### src/sv/icy_md_pkg.sv
`default_nettype none
package icy_md_pkg;

  // Widths of the stream counters
  localparam int unsigned INTERVAL_W = 16;
  localparam int unsigned META_W     = 12;
  localparam int unsigned BYTE_W     = 8;

  // Longest title passed on per section
  localparam int unsigned TITLE_MAX  = 255;
  localparam int unsigned TLEN_W     = $clog2(TITLE_MAX + 1);

  // Reset value of the metadata interval register
  localparam logic [INTERVAL_W-1:0] INTERVAL_RESET = INTERVAL_W'(10000);

  // Title prefix StreamTitle='
  localparam int unsigned PREFIX_LEN = 13;
  localparam int unsigned PM_W       = $clog2(PREFIX_LEN + 1);

  localparam logic [BYTE_W-1:0] CHAR_QUOTE = 8'h27;
  localparam logic [BYTE_W-1:0] CHAR_SEMI  = 8'h3B;
  localparam logic [BYTE_W-1:0] CHAR_S     = 8'h53;
  localparam logic [BYTE_W-1:0] CHAR_NUL   = 8'h00;

  // Title search phase within a metadata section
  localparam logic [1:0] PHASE_SEARCH = 2'd0;
  localparam logic [1:0] PHASE_TITLE  = 2'd1;
  localparam logic [1:0] PHASE_DONE   = 2'd2;

  // Result kinds
  typedef enum logic [1:0] {
    KIND_AUDIO = 2'd0,
    KIND_TITLE = 2'd1,
    KIND_DONE  = 2'd2
  } kind_e;

  typedef struct packed {
    kind_e              kind;
    logic [BYTE_W-1:0]  data;
    logic               last;
  } result_t;

  // Results produced by one accepted byte
  typedef struct packed {
    logic [1:0] count;
    result_t    r0;
    result_t    r1;
  } push_t;

  function automatic logic [BYTE_W-1:0] prefix_char(input logic [PM_W-1:0] idx);
    logic [BYTE_W-1:0] c;
    case (idx)
      4'd0:    c = 8'h53; // S
      4'd1:    c = 8'h74; // t
      4'd2:    c = 8'h72; // r
      4'd3:    c = 8'h65; // e
      4'd4:    c = 8'h61; // a
      4'd5:    c = 8'h6D; // m
      4'd6:    c = 8'h54; // T
      4'd7:    c = 8'h69; // i
      4'd8:    c = 8'h74; // t
      4'd9:    c = 8'h6C; // l
      4'd10:   c = 8'h65; // e
      4'd11:   c = 8'h3D; // =
      4'd12:   c = 8'h27; // '
      default: c = 8'h00;
    endcase
    return c;
  endfunction

endpackage
`default_nettype wire

### src/sv/icy_md_in_if.sv
`default_nettype none
interface icy_md_in_if;
  logic       valid;
  logic       ready;
  logic [7:0] data_byte;

  modport source (output valid, output data_byte, input ready);
  modport sink   (input valid, input data_byte, output ready);
endinterface
`default_nettype wire

### src/sv/icy_md_out_if.sv
`default_nettype none
interface icy_md_out_if;
  logic       valid;
  logic       ready;
  logic [1:0] result_kind;
  logic [7:0] out_byte;
  logic       last_of_run;

  modport source (output valid, output result_kind, output out_byte, output last_of_run,
                  input ready);
  modport sink   (input valid, input result_kind, input out_byte, input last_of_run,
                  output ready);
endinterface
`default_nettype wire

### src/sv/icy_metadata_demux.sv
// Splits an ICY stream into audio and title: one byte is taken per cycle on in_i;
// audio bytes pass to out_o, the length byte and metadata sections are removed, and
// the StreamTitle text of each section comes out as title bytes followed by a
// title-complete transaction. Each byte is handled in the cycle it is accepted and
// may cause zero, one or two results, which wait in a four-entry result queue; a
// byte is accepted whenever the queue has room for two, so the block sustains one
// byte per cycle as long as the sink takes one result per cycle. Title bytes with
// no complete mark (section ended or hit a zero byte) are to be discarded by the
// receiver. Write metadata_interval (reset 10000) only while the block is idle.
`default_nettype none
module icy_metadata_demux
  import icy_md_pkg::*;
(
  input  wire logic                  clk_i,
  input  wire logic                  rst_ni,
  input  wire logic                  cfg_we_i,
  input  wire logic [INTERVAL_W-1:0] cfg_wdata_i,
  icy_md_in_if.sink                  in_i,
  icy_md_out_if.source               out_o
);

  push_t   push;
  result_t head;
  logic    room;
  logic    head_valid;
  logic    accept;

  assign in_i.ready = room;
  assign accept     = in_i.valid && room;

  icy_md_parse u_parse (
    .clk_i       (clk_i),
    .rst_ni      (rst_ni),
    .cfg_we_i    (cfg_we_i),
    .cfg_wdata_i (cfg_wdata_i),
    .accept_i    (accept),
    .byte_i      (in_i.data_byte),
    .push_o      (push)
  );

  icy_md_queue u_queue (
    .clk_i   (clk_i),
    .rst_ni  (rst_ni),
    .push_i  (push),
    .room_o  (room),
    .valid_o (head_valid),
    .pop_i   (out_o.ready),
    .head_o  (head)
  );

  // Result channel
  assign out_o.valid       = head_valid;
  assign out_o.result_kind = head.kind;
  assign out_o.out_byte    = head.data;
  assign out_o.last_of_run = head.last;

endmodule
`default_nettype wire

### src/sv/icy_md_parse.sv
`default_nettype none
module icy_md_parse
  import icy_md_pkg::*;
(
  input  wire logic                  clk_i,
  input  wire logic                  rst_ni,
  input  wire logic                  cfg_we_i,
  input  wire logic [INTERVAL_W-1:0] cfg_wdata_i,
  input  wire logic                  accept_i,
  input  wire logic [BYTE_W-1:0]     byte_i,
  output push_t                      push_o
);

  logic [INTERVAL_W-1:0] interval_q;
  logic [INTERVAL_W-1:0] audio_cnt_q, audio_cnt_d;
  logic [META_W-1:0]     meta_len_q, meta_len_d;
  logic [META_W-1:0]     meta_pos_q, meta_pos_d;
  logic [PM_W-1:0]       pm_cnt_q, pm_cnt_d;
  logic [1:0]            phase_q, phase_d;
  logic                  quote_q, quote_d;
  logic [TLEN_W-1:0]     tlen_q, tlen_d;

  logic [1:0]            n;
  result_t               r0, r1;
  logic                  ok1, ok2;
  logic [TLEN_W-1:0]     tlen1;
  logic [PM_W-1:0]       pm_next;

  // Interval register
  always_ff @(posedge clk_i or negedge rst_ni) begin
    if (!rst_ni) begin
      interval_q <= INTERVAL_RESET;
    end else if (cfg_we_i) begin
      interval_q <= cfg_wdata_i;
    end
  end

  // Next state and results for one byte
  always_comb begin
    audio_cnt_d = audio_cnt_q;
    meta_len_d  = meta_len_q;
    meta_pos_d  = meta_pos_q;
    pm_cnt_d    = pm_cnt_q;
    phase_d     = phase_q;
    quote_d     = quote_q;
    tlen_d      = tlen_q;
    n           = 2'd0;
    r0          = '{kind: KIND_AUDIO, data: byte_i, last: 1'b0};
    r1          = '{kind: KIND_TITLE, data: byte_i, last: 1'b0};
    ok1         = 1'b0;
    ok2         = 1'b0;
    tlen1       = tlen_q;
    pm_next     = '0;

    if (meta_len_q != '0) begin
      meta_pos_d = meta_pos_q + META_W'(1);
      if (phase_q != PHASE_DONE) begin
        if (byte_i == CHAR_NUL) begin
          phase_d = PHASE_DONE;
          quote_d = 1'b0;
        end else if (phase_q == PHASE_SEARCH) begin
          // prefix matcher, restarts on S
          if (pm_cnt_q < PM_W'(PREFIX_LEN) && byte_i == prefix_char(pm_cnt_q)) begin
            pm_next = pm_cnt_q + PM_W'(1);
          end else begin
            pm_next = (byte_i == CHAR_S) ? PM_W'(1) : '0;
          end
          pm_cnt_d = pm_next;
          if (pm_next >= PM_W'(PREFIX_LEN)) begin
            phase_d = PHASE_TITLE;
            quote_d = 1'b0;
            tlen_d  = '0;
          end
        end else if (quote_q) begin
          if (byte_i == CHAR_SEMI) begin
            // end of title
            quote_d = 1'b0;
            phase_d = PHASE_DONE;
            n       = 2'd1;
            r0      = '{kind: KIND_DONE, data: '0, last: 1'b0};
          end else begin
            // release the held quote, then possibly this byte
            ok1   = (tlen_q < TLEN_W'(TITLE_MAX));
            tlen1 = tlen_q + TLEN_W'(ok1);
            r0    = '{kind: KIND_TITLE, data: CHAR_QUOTE, last: 1'b0};
            if (byte_i != CHAR_QUOTE) begin
              quote_d = 1'b0;
              ok2     = (tlen1 < TLEN_W'(TITLE_MAX));
              tlen_d  = tlen1 + TLEN_W'(ok2);
              if (!ok1) begin
                r0 = '{kind: KIND_TITLE, data: byte_i, last: 1'b0};
              end
            end else begin
              tlen_d = tlen1;
            end
            n = 2'({1'b0, ok1}) + 2'({1'b0, ok2});
          end
        end else if (byte_i == CHAR_QUOTE) begin
          quote_d = 1'b1;
        end else if (tlen_q < TLEN_W'(TITLE_MAX)) begin
          tlen_d = tlen_q + TLEN_W'(1);
          n      = 2'd1;
          r0     = '{kind: KIND_TITLE, data: byte_i, last: 1'b0};
        end
      end
      if (meta_pos_d == meta_len_q) begin
        meta_len_d = '0;
      end
    end else if (audio_cnt_q < interval_q) begin
      audio_cnt_d = audio_cnt_q + INTERVAL_W'(1);
      n           = 2'd1;
      r0          = '{kind: KIND_AUDIO, data: byte_i, last: 1'b0};
    end else begin
      // length byte opens a section of 16 * byte
      audio_cnt_d = '0;
      meta_len_d  = {byte_i, 4'b0000};
      meta_pos_d  = '0;
      pm_cnt_d    = '0;
      phase_d     = PHASE_SEARCH;
      quote_d     = 1'b0;
      tlen_d      = '0;
    end

    if (n == 2'd1) r0.last = 1'b1;
    if (n == 2'd2) r1.last = 1'b1;
  end

  // State registers
  always_ff @(posedge clk_i or negedge rst_ni) begin
    if (!rst_ni) begin
      audio_cnt_q <= '0;
      meta_len_q  <= '0;
      meta_pos_q  <= '0;
      pm_cnt_q    <= '0;
      phase_q     <= PHASE_SEARCH;
      quote_q     <= 1'b0;
      tlen_q      <= '0;
    end else if (accept_i) begin
      audio_cnt_q <= audio_cnt_d;
      meta_len_q  <= meta_len_d;
      meta_pos_q  <= meta_pos_d;
      pm_cnt_q    <= pm_cnt_d;
      phase_q     <= phase_d;
      quote_q     <= quote_d;
      tlen_q      <= tlen_d;
    end
  end

  assign push_o = '{count: (accept_i ? n : 2'd0), r0: r0, r1: r1};

endmodule
`default_nettype wire

### src/sv/icy_md_queue.sv
`default_nettype none
module icy_md_queue
  import icy_md_pkg::*;
(
  input  wire logic  clk_i,
  input  wire logic  rst_ni,
  input  wire push_t push_i,
  output logic       room_o,
  output logic       valid_o,
  input  wire logic  pop_i,
  output result_t    head_o
);

  localparam int unsigned DEPTH = 4;
  localparam int unsigned PTR_W = $clog2(DEPTH);
  localparam int unsigned CNT_W = $clog2(DEPTH + 1);

  result_t           mem_q [DEPTH];
  logic [PTR_W-1:0]  wr_ptr_q, rd_ptr_q;
  logic [CNT_W-1:0]  cnt_q;
  logic              pop;

  assign pop     = pop_i && (cnt_q != '0);
  assign valid_o = (cnt_q != '0);
  assign head_o  = mem_q[rd_ptr_q];
  // space for the two results one byte can cause
  assign room_o  = (cnt_q <= CNT_W'(DEPTH - 2));

  // Result storage
  always_ff @(posedge clk_i) begin
    if (push_i.count != 2'd0) begin
      mem_q[wr_ptr_q] <= push_i.r0;
    end
    if (push_i.count == 2'd2) begin
      mem_q[wr_ptr_q + PTR_W'(1)] <= push_i.r1;
    end
  end

  // Pointers and fill level
  always_ff @(posedge clk_i or negedge rst_ni) begin
    if (!rst_ni) begin
      wr_ptr_q <= '0;
      rd_ptr_q <= '0;
      cnt_q    <= '0;
    end else begin
      wr_ptr_q <= wr_ptr_q + PTR_W'(push_i.count);
      rd_ptr_q <= rd_ptr_q + PTR_W'(pop);
      cnt_q    <= cnt_q + CNT_W'(push_i.count) - CNT_W'(pop);
    end
  end

endmodule
`default_nettype wire
### src/flat_wrapper.sv
// flat-port wrapper written by rule: the top's interface ports become plain ports
module icy_metadata_demux_flat import icy_md_pkg::*;
  (clk_i, rst_ni, cfg_we_i, cfg_wdata_i, in_i_valid, in_i_data_byte, in_i_ready, out_o_valid, out_o_result_kind, out_o_out_byte, out_o_last_of_run, out_o_ready);
  icy_md_in_if in_i_i ();
  icy_md_out_if out_o_i ();
  input  wire logic clk_i;
  input  wire logic rst_ni;
  input  wire logic cfg_we_i;
  input  wire logic [INTERVAL_W-1:0] cfg_wdata_i;
  input wire logic [$bits(in_i_i.valid)-1:0] in_i_valid;
  input wire logic [$bits(in_i_i.data_byte)-1:0] in_i_data_byte;
  output wire logic [$bits(in_i_i.ready)-1:0] in_i_ready;
  output wire logic [$bits(out_o_i.valid)-1:0] out_o_valid;
  output wire logic [$bits(out_o_i.result_kind)-1:0] out_o_result_kind;
  output wire logic [$bits(out_o_i.out_byte)-1:0] out_o_out_byte;
  output wire logic [$bits(out_o_i.last_of_run)-1:0] out_o_last_of_run;
  input wire logic [$bits(out_o_i.ready)-1:0] out_o_ready;
  assign in_i_i.valid = in_i_valid;
  assign in_i_i.data_byte = in_i_data_byte;
  assign in_i_ready = in_i_i.ready;
  assign out_o_valid = out_o_i.valid;
  assign out_o_result_kind = out_o_i.result_kind;
  assign out_o_out_byte = out_o_i.out_byte;
  assign out_o_last_of_run = out_o_i.last_of_run;
  assign out_o_i.ready = out_o_ready;
  icy_metadata_demux u_core (.clk_i(clk_i), .rst_ni(rst_ni), .cfg_we_i(cfg_we_i), .cfg_wdata_i(cfg_wdata_i), .in_i(in_i_i), .out_o(out_o_i));
endmodule
### config.mk
export PLATFORM = sky130hd
export DESIGN_NAME = icy_metadata_demux_flat
export DESIGN_NICKNAME = d
export VERILOG_FILES = /design/src/sv/icy_md_pkg.sv /design/src/sv/icy_md_in_if.sv /design/src/sv/icy_md_out_if.sv /design/src/sv/icy_metadata_demux.sv /design/src/sv/icy_md_parse.sv /design/src/sv/icy_md_queue.sv /design/src/flat_wrapper.sv
export SDC_FILE = /design/constraint.sdc
export NUM_CORES = 1
export LEC_CHECK = 0
export BUFFER_PORTS_ARGS = -buffer_cell sky130_fd_sc_hd__buf_2
export CAP_MARGIN = 20
export CORE_MARGIN = 5
export CORE_UTILIZATION = 60
export DETAILED_ROUTE_END_ITERATION = 12
export MAX_ROUTING_LAYER = met4
export PLACE_DENSITY = 0.79
export RECOVER_POWER = 100
export SYNTH_ARGS = -nofsm -noshare
export SYNTH_HDL_FRONTEND = slang
export SYNTH_SLANG_ARGS = --single-unit
export TNS_END_PERCENT = 20
### constraint.sdc
create_clock -name clk_i -period 6 [get_ports clk_i]
set_input_delay 0 -clock clk_i [delete_from_list [all_inputs] [get_ports clk_i]]
set_output_delay 0 -clock clk_i [all_outputs]
set_load 0.01 [all_outputs]
### Word level (Yosys, flattened, before mapping)

Memories as Yosys holds them, arrays and structs flattened.
Index checks and enable logic that the tools add are counted.

| storage, ports and cells | value |
|---|---|
| flip-flop bits (word level) | 78 |
| bits in writable memories | 44 |
| bits in read-only memories | 112 |
| input bits | 29 |
| output and inout port bits | 13 |
| word-level logic and storage cells | 152 |
| memories kept | 2 |

Memories:

| name | words | bits a word | rd ports | clocked after memory_dff | write ports | line | text |
|---|---|---|---|---|---|---|---|
| (no name shown) | 16 | 7 | 1 | 0 | 0 | icy_md_pkg.sv:52 | `case (idx)` |
| u_core.u_queue.mem_q | 4 | 11 | 1 | 0 | 2 | icy_md_queue.sv:18 | `result_t mem_q [DEPTH];` |

| cells by class | value |
|---|---|
| add/subtract/negate cells | 12 |
| order comparisons | 6 |
| eq/ne operators | 22 |
| mux-type cells | 83 |
| bitwise gates (word level) | 1 |
| reductions and logical operators | 15 |

Operators by type and width:

| cell | count |
|---|---|
| $mux 8 | 15 |
| $mux 11 | 6 |
| $mux 12 | 5 |
| $mux 4 | 10 |
| $mux 2 | 15 |
| $mux 1 | 27 |
| $mux 10 | 2 |
| $mux 9 | 2 |
| $add 16x1->16 const B | 1 |
| $add 8x1->8 | 2 |
| $eq 8x6->1 const B | 2 |
| $lt 16x16->1 | 1 |
| $lt 8x8->1 const B | 2 |
| $mux 16 | 1 |
| $add 12x1->12 const B | 1 |
| $eq 12x12->1 | 1 |
| $reduce_bool 12->1 | 1 |
| $add 8x1->8 const B | 1 |
| $eq 8x7->1 const B | 1 |
| $eq 8x8->1 | 1 |
| $logic_not 8->1 | 1 |
| $ne 4x2->1 const B | 2 |
| $ne 4x4->1 const B | 2 |
| $ne 8x6->1 const B | 1 |
| 28 further kinds | 36 |

### Logic depth before layout (Yosys ltp)

Gate-level depths: netlist (run 1).

| logic depth | value |
|---|---|
| word-level depth | 21 |
| depth in mapped cells | 22 |
| gate-level depth less buffers | 22 |

### Hierarchy

From an unflattened synthesis (run 1), not the netlist that was laid out.

| second synthesis, totals | value |
|---|---|
| cell total of the unflattened synthesis | 720 |
| area total of the unflattened synthesis | 7355.8 um2 |

By module, submodules not included:

| module | times used | cells an instance | area each (um2) | seq. area each (um2) |
|---|---|---|---|---|
| icy_md_parse | 1 | 572 | 4782.1 | 1682.9 |
| icy_md_queue | 1 | 147 | 2567.5 | 1496.4 |
| icy_metadata_demux | 1 | 1 | 6.3 | 0.0 |

### Worst setup path before layout (run 1)

Ideal clock, no wire load.

| path | value |
|---|---|
| path type | reg2reg |
| start point | register u_core.u_parse.tlen_q[0] |
| end point | register u_core.u_queue.cnt_q[2] |
| setup time | 123 ps |
| arrival time | 4331 ps |
| data required time | 5877 ps |
| setup slack | 1546 ps |
| stages on the path, launching flop included | 23 |
| buffers on the path | 0 |
| clock period less this slack | 4454 ps |
| cells stage by stage | dfrtp_1 > ha_1 > nand4_1 > ha_1 > ha_1 > and3_1 > nor3b_1 > a211o_1 > and3_1 > nand4_1 > and2_1 > ha_1 > or3_1 > nand4_1 > o21ai_0 > nand2_1 > ha_1 > inv_1 > ha_1 > inv_1 > fa_1 > xor2_1 > xnor2_1 |

| on the way | value |
|---|---|
| longest elaborated chain between the ends | 20 |
| elaborated cells on any way between the ends | 22 |
| classes of those cells | add/sub (4); order compare (2); mux (16) |

Ends and longest elaborated chain:

| element | line | text |
|---|---|---|
| start: declaration | icy_md_parse.sv:21 | `logic [TLEN_W-1:0] tlen_q, tlen_d;` |
| start signal: assignment | icy_md_parse.sv:145 | `tlen_q <= tlen_d;` |
| $lt 8x8->1 | icy_md_parse.sv:83, icy_md_parse.sv:100 |  |
| $add 8x1->8 | icy_md_parse.sv:84 | `tlen1 = tlen_q + TLEN_W'(ok1);` |
| $lt 8x8->1 | icy_md_parse.sv:88 | `ok2 = (tlen1 < TLEN_W'(TITLE_MAX));` |
| $mux 1 | icy_md_parse.sv:86 | `if (byte_i != CHAR_QUOTE) begin` |
| $mux 1 | icy_md_parse.sv:75 | `if (byte_i == CHAR_SEMI) begin` |
| $mux 1 | icy_md_parse.sv:74 | `end else if (quote_q) begin` |
| $mux 1 | icy_md_parse.sv:61 | `end else if (phase_q == PHASE_SEARCH) begin` |
| $mux 1 | icy_md_parse.sv:58 | `if (byte_i == CHAR_NUL) begin` |
| (+4 left out) | -- |  |
| $mux 2 * | icy_md_parse.sv:74 |  |
| $mux 2 * | icy_md_parse.sv:61 |  |
| $mux 2 * | icy_md_parse.sv:58 |  |
| $mux 2 * | icy_md_parse.sv:57 | `if (phase_q != PHASE_DONE) begin` |
| $mux 2 * | icy_md_parse.sv:55 | `if (meta_len_q != '0) begin` |
| $mux 2 * | icy_md_parse.sv:149 | `assign push_o = '{count: (accept_i ? n : 2'd0), r0: r0, r1: r1};` |
| $add 3x2->3 * | icy_md_queue.sv:48 | `cnt_q <= cnt_q + CNT_W'(push_i.count) - CNT_W'(pop);` |
| $sub 3x1->3 * | icy_md_queue.sv:48 |  |
| end signal: assignment | icy_md_queue.sv:48 |  |
| end: declaration | icy_md_queue.sv:20 | `logic [CNT_W-1:0] cnt_q;` |

Every way passes the cells marked *; elsewhere a longest branch is shown, timed or not. The select of a mux whose other input is x is not followed.
A chain may end at the register's enable or synchronous reset.

### Worst setup path after layout (run 1)

| path | value |
|---|---|
| start point | register u_core.u_parse.tlen_q[2] |
| end point | register u_core.u_queue.cnt_q[2] |

The elaborated chain is that of the path after synthesis.

==> summary.md, run 1 <==
| Metric | Value |
|---|---|
| Htree depth | 4 |
| CP required | between 6 and 7 ns |
| Sequential element share of the synthesized area | 0.4303 |
| Slew @ Worst Pin | between 4 and 5 ns |
| Placed Cells | around 910 |
| Failing checks | capacitance limit, slew limit |
| Final Max Slew Viols | 75 |
| N_diodes | 0 |
| Cell variety after synth | between 70 and 80 |
| Port Buffers | slightly above 40 |
| DP HPWL | 12.23 mm |
| Startpoint Class | flop |
| Initial antenna violation count | 0 |
| Relative slew slack | -1.672 |
| RR Startpoint | u_core.u_parse.tlen_q[2] |
| Setup TNS | 0 ns |
| Gates resized, CTS repair | 0 |
| Cell Pwr Density | between 200 and 300 nW/µm² |
| Synth top area cells | dfrtp_1, edfxtp_1, ha_1 |
| Syn Nets | slightly above 800 |
| Final setup violation count | 0 |
| Reg-to-Reg End | u_core.u_queue.cnt_q[2] |
| Die H | 119.6 µm |
| Worst-path fanout max | 12 |
| Min Tclk post-route | 5.175 ns |
| Clk Latency, worst-skew pair | between 0.4 and 0.5 ns |
| Die ar. | ~14,000 µm² |
| Mean Syn Cell Area | about 9.6 µm² |
| RSZ-0062 raised after global routing | false |
| Gr ovfl total | 0 |
| Critical path type | reg -> reg |
| Critical Path End Type | flop |
| Routability Congestion | about 1.0 |
| Critical path arrival | approximately 5.5 ns |
| Post-Synthesis Cells | roughly 750 |
| Post-synth EDFFs | 36 |
| IO Pins | 42 |
| MaxCap Viol Count | 1 |
| Total GRT Usage | 0.2634 |
| Min-Delay Path Depth | 3 |
| Core Area | 11,910 µm² |
| Hold-critical path endpoint | u_core.u_parse.interval_q[9] |
| Status | finished with violations |
| Drt initial violations | roughly 670 |
| Total Routed Length | 17.55 mm |
| Largest area contributor in the netlist | dfrtp_1 |
| Yosys warns | 0 |
| Ys async rst share | 0.6271 |
| Synthesis-to-layout area growth | 14.02% |
| Most common cell after layout, fill and taps aside | nand2_1 |
| Vias in the first global route | 6,080 |
| Drt first pass iters | 5 |
| Root Buffer | clkbuf_16 |
| Clock Sinks | 118 |
| Post-Syn Area | a little over 7000 µm² |
| Drt drc | 0 |
| Largest net degree at the start of global routing | 75 |
| Finished Layout Cells | just under 1,000 |
| Clk slew on worst S/H paths | about 0.060 ns |
| First-pass GRT wire length | ~30 mm |
| Die width | ~120 µm |
| Leakage dissipation | roughly 3.4 nW |
| Highest clock rate | between 150 and 200 MHz |
| Wirelength per Cell | between 15 and 20 µm |
| Vias | approximately 6,000 |
| Post-synth top flop | dfrtp_1 |
| Depth of the worst register-to-register path | 21 |
| VDD IR max | roughly 0.00019 V |
| Post-synth top area share | 0.2397 |
| Reg-to-reg setup timing slack | between 0.8 and 0.9 ns |
| Layout cells sized above 1 | 0.1035 |
| CTS tree | yes |
| #FFs+latches synth | about 120 |
| Hold WC Path Type | in -> reg |
| Nets | approximately 870 |
| Skew final | 0.009109 ns |
| Number of buffers created by CTS | 17 |
| Final Cycle Share | 0.8625 |
| Clock Tree Buf Depth | 2 |
| Vias per std cell | ~6.3 |
| HP Start | cfg_we_i |
| ANT nets after route | 0 |
| Setup bufs post-CTS | 0 |
| Hold Violations, Final | 0 |
| Most frequent cells in the layout | nand2_1, dfrtp_1, nor2_1, o21ai_0, edfxtp_1 |
| Starting Density | 0.6046 |
| Row count | 40 |
## registers in the layout (all words and copies together), names as in the netlist
signal,count
u_core.u_parse.audio_cnt_q,16
u_core.u_parse.interval_q,16
u_core.u_parse.meta_len_q,8
u_core.u_parse.meta_pos_q,12
u_core.u_parse.phase_q,2
u_core.u_parse.pm_cnt_q,4
u_core.u_parse.quote_q,1
u_core.u_parse.tlen_q,8
u_core.u_queue.cnt_q,3
u_core.u_queue.mem_q,44
u_core.u_queue.rd_ptr_q,2
u_core.u_queue.wr_ptr_q,2
## cells by family (layout without fill, tap and decap cells)
kind of cell / Yosys count / count (layout) / share of synthesized area
flip-flops: 118 / 118 / 0.4303
adder cells (fa/ha/maj): 36 / 36 / 0.06359
buffers and inverters: 70 / 138 / 0.04187
AND/OR/NAND/NOR: 285 / 285 / 0.1963
AO/OA/AOI/OAI: 179 / 179 / 0.1630
XOR/XNOR: 41 / 41 / 0.04986
multiplexers: 24 / 24 / 0.05507
## worst max-delay path: stages (launching register included)
cell and delay [ns]:
dfrtp_1 0.56, and3_1 0.24, nand4_1 0.26, ha_1 0.35
ha_1 0.30, and3_1 0.26, a211oi_1 0.29, and3_1 0.22
nand4_1 0.13, and2_0 0.18, ha_1 0.31, or3_1 0.40
nand4_1 0.14, o21ai_0 0.14, nand2_1 0.13, ha_1 0.23
inv_1 0.06, ha_1 0.14, inv_1 0.06, fa_1 0.37
xor2_1 0.16, xnor2_1 0.13
## metal layers
metal  routed length [µm]  vias up  track usage
met2                 8995      246       0.4386
li1                     -     2852            -
met5                    0        -            -
met3                 1034       48      0.05467
met1                 7051     2926       0.3144
met4                  468        0       0.1081
## cells in the mapped netlist, drive strengths merged (2+ instances only)
| master | count |
|---|---|
| a22oi | 2 |
| mux2i | 10 |
| a211oi | 6 |
| o31ai | 7 |
| o211ai | 2 |
| a22o | 13 |
| a32oi | 3 |
| o21ai | 59 |
| nand2b | 6 |
| nor3b | 4 |
| or4 | 3 |
| a31oi | 8 |
| or4b | 2 |
| nor3 | 6 |
| dfstp | 5 |
| buf | 14 |
| and3 | 12 |
| xor2 | 22 |
| dfxtp | 8 |
| and4 | 3 |
| edfxtp | 36 |
| inv | 34 |
| o22a | 2 |
| mux2 | 2 |
| nand2 | 89 |
| or3 | 7 |
| and2 | 11 |
| nor4 | 13 |
| nand3 | 24 |
| nor2b | 19 |
| a311oi | 2 |
| a21oi | 32 |
| xnor2 | 19 |
| clkbuf | 22 |
| ha | 35 |
| nor2 | 60 |
| a21o | 7 |
| nand4 | 17 |
| mux4 | 12 |
| or2 | 5 |
| o41ai | 3 |
| o21a | 16 |
| o22ai | 5 |
| dfrtp | 69 |
## through the flow
stage	setup slack (ns)	utilization	total power [W]	hold WS [ns]	area [µm²]
3_3_place_gp	1.124	0.6271	0.001258	0.2063	7470
2_1_floorplan	1.546	-	0.001174	-0.2956	7202
6_report	0.8251	0.6894	0.002243	0.01011	8212
3_5_place_dp	0.8720	0.6271	0.001278	0.2123	7470
4_1_cts	0.8251	0.6933	0.002255	0.001249	8258
5_1_grt	0.4493	0.6894	0.002339	0.03098	8212
## worst max path at each step
stage                             startpoint                          to  slack, ns  cells past startpoint
floorplan           u_core.u_parse.tlen_q[0]     u_core.u_queue.cnt_q[2]       1.55                     22
global placement    u_core.u_parse.tlen_q[3]  u_core.u_queue.mem_q[2][5]       1.12                     15
detailed placement  u_core.u_parse.tlen_q[3]  u_core.u_queue.mem_q[2][5]       0.87                     15
CTS                 u_core.u_parse.tlen_q[2]  u_core.u_queue.mem_q[2][7]       0.83                     15
global route        u_core.u_parse.tlen_q[2]     u_core.u_queue.cnt_q[2]       0.45                     21
finish              u_core.u_parse.tlen_q[2]     u_core.u_queue.cnt_q[2]       0.83                     21
## area by class of cell
| cell class | count | area [µm²] |
|---|---|---|
| clock inverters | 12 | 111.4 |
| well taps | 147 | 183.9 |
| repair buffers | 72 | 460.4 |
| flip-flops and latches | 118 | 3099 |
| multi-input cells | 565 | 3782 |
| fillers | 896 | 3700 |
| clock buffers | 20 | 446.7 |
| inverters | 34 | 127.6 |
## report_power, final
part | internal, W | switching [W] | total, W | leakage (nW)
registers | 0.000872 | 0.0000763 | 0.000948 | 1.27
logic | 0.000140 | 0.000187 | 0.000326 | 1.83
clock network | 0.000611 | 0.000357 | 0.000968 | 0.272
total | 0.00162 | 0.000620 | 0.00224 | 3.38
## timing repair
item | 4_1_cts | 5_1_grt
hold buffers | 23 | 0
hold endpoints to repair | 90 | 0
setup endpoints to repair | 0 | 0
No activity file was read; power rests on OpenSTA's default activity.
==> run 2, diff against run 1 <==
- CORE_MARGIN: 5 -> 2
==> summary.md, run 2 (synthesis gave the netlist of run 1 again) <==
| Metric | Value |
|---|---|
| Status | finished with violations |
| Failing checks | capacitance limit, slew limit |
| Die ar. | around 13,000 µm² |
| Most common cell after layout, fill and taps aside | nand2_1 |
| Total Routed Length | approximately 18 mm |
| First-pass GRT wire length | ~30 mm |
| Root Buffer | clkbuf_16 |
| Buf/Inv on CP | 1 |
| Biggest register | u_core.u_queue.mem_q |
| Critical path type | reg -> reg |
| Largest net degree at the start of global routing | 75 |
| Gates resized, CTS repair | 0 |
| Vias | 6,199 |
| Skew final | between 0.01 and 0.015 ns |
| Met3 Use GR | 0.05951 |
| Finished Layout Cells | 970 |
| Layout cells sized above 1 | 0.1045 |
| Nets | 875 |
| Final Cycle Share | 0.8476 |
| Cell Pwr Density | roughly 280 nW/µm² |
| Gr busiest metal | met2 |
| Highest clock rate | approximately 200 MHz |
| Crit-path leading delay family | simple AND/OR/NAND/NOR gates |
| Slowest stage delay, CP | 0.64 ns |
| Layout Utilization | 0.6955 |
| Final setup violation count | 0 |
| Synthesis-to-layout area growth | 14.54% |
| Power Total | 0.002293 W |
| Worst path cell trace | and3_1, nand4_1, ha_1, ha_1, and3_1, nor3b_1, a211o_1, and3_1, nand4_1, and2_0, ha_1, nand3_1, or4_1, a21oi_1, nand2_1, o21ai_0, clkbuf_1 |
| Drt initial violations | slightly above 500 |
| CTS tree | yes |
| VDD IR max | approximately 0.00021 V |
| Relative slew slack | -1.683 |
| Row count | 40 |
| Critical path arrival | about 5.2 ns |
| Total GRT Usage | 0.3113 |
| Drt drc | 0 |
| Clock Tree Buf Depth | 2 |
| Final Max Slew Viols | 75 |
| Drt first pass iters | 5 |
| Clock Sinks | 118 |
| # fillers | just under 900 |
| DP HPWL | 12.26 mm |
| Port Buffers | 41 |
| Startpoint Class | flop |
| Vias per std cell | roughly 6.4 |
| IO Pins | 42 |
| Clk Latency, worst-skew pair | about 0.43 ns |
| CP required | between 6 and 7 ns |
| Global Route met1 Usage | 0.3768 |
| Die H | 113.6 µm |
| Hold buffer count at CTS | 25 |
| Worst-path fanout max | 12 |
| Max reg flops | 44 |
| Hold Violations, Final | 0 |
| ANT nets after route | 0 |
| Core Area | approximately 12,000 µm² |
| Leakage dissipation | approximately 3.4 nW |
| MaxCap Viol Count | 1 |
| Hold WC Path Type | in -> reg |
| Critical Path End Type | flop |
| Die width | between 100 and 150 µm |
| N_diodes | 0 |
| Top flop regs | u_core.u_queue.mem_q (44), u_core.u_parse.audio_cnt_q (16), u_core.u_parse.interval_q (16) |
| Most frequent cells in the layout | nand2_1, dfrtp_1, nor2_1, o21ai_0, edfxtp_1 |
| Min Tclk post-route | slightly above 5 ns |
| Register area | 3099 µm² |
| Setup TNS | 0 ns |
| RSZ-0062 raised after global routing | false |
| Multi-input gate area | 3782 µm² |
| Number of buffers created by CTS | 17 |
| Htree depth | 4 |
| Vias in the first global route | 6,090 |
| Starting Density | 0.6072 |
| Routability Congestion | a little under 1 |
| Setup bufs post-CTS | 0 |
| Initial antenna violation count | 0 |
| Slew @ Worst Pin | around 4.0 ns |
| Met2 GRT Util | 0.5114 |
| Placed Cells | 912 |
| Wirelength per Cell | approximately 19 µm |
| Clk slew on worst S/H paths | ~0.060 ns |
| Slowest stage cell, crit path | or4_1 |
| Gr ovfl total | 0 |
[run 2: changes by cell type in the layout (fill, tap and decap cells not counted), sizes merged]
cell         change
bufinv           +1
clkbuf           +1
clkinv           -2
dlygate4sd3      +2
[run 2: per-layer routing]
layer | part of all wire | vias up | wire length (µm)
li1 | - | 2856 | -
met3 | 0.061 | 57 | 1124
met5 | 0 | - | 0
met2 | 0.51 | 271 | 9315
met4 | 0.033 | 0 | 612
met1 | 0.40 | 3015 | 7346
[run 2: final timing paths]
check	cells past startpoint	end	startpoint	slack, ns
setup reg to reg	17	u_core.u_queue.mem_q[0][8]	u_core.u_parse.tlen_q[3]	0.91
hold reg to reg	2	u_core.u_queue.mem_q[2][10]	u_core.u_queue.mem_q[2][10]	0.47
hold / removal	3	u_core.u_parse.meta_len_q[11]	in_i_data_byte[7]	0.03
max in group asynchronous	3	u_core.u_parse.pm_cnt_q[0]	rst_ni	2.12
min in group asynchronous	3	u_core.u_parse.interval_q[14]	rst_ni	1.63
setup / recovery	17	u_core.u_queue.mem_q[0][8]	u_core.u_parse.tlen_q[3]	0.91
[run 2: layout make-up]
class | count | area share
tap | 147 | 0.02230
inverter | 34 | 0.01547
clock buffer | 21 | 0.05339
sequential | 118 | 0.3757
timing repair buffer | 74 | 0.05824
clock inverter | 11 | 0.01638
multi-input combinational | 565 | 0.4585
[run 2: report_power, final]
| group | switching [W] | internal (W) |
|---|---|---|
| logic | 0.000192 | 0.000143 |
| clock network | 0.000362 | 0.000646 |
| registers | 0.0000775 | 0.000871 |
[run 2: metrics by stage]
step	hold WS [ns]	cell area (µm²)	setup WS, ns
2_1_floorplan	-0.2956	7202	1.546
3_3_place_gp	0.2047	7470	1.018
3_5_place_dp	0.2152	7470	0.9188
4_1_cts	0.006319	8295	0.8753
5_1_grt	0.04668	8249	0.5501
6_report	0.02707	8249	0.9142
[run 2: tightest hold or removal path: cells and delay by family]
kind,cells,cell delay (ns)
buffers and inverters,1,0.22
AOI/OAI and AO/OA,2,0.20
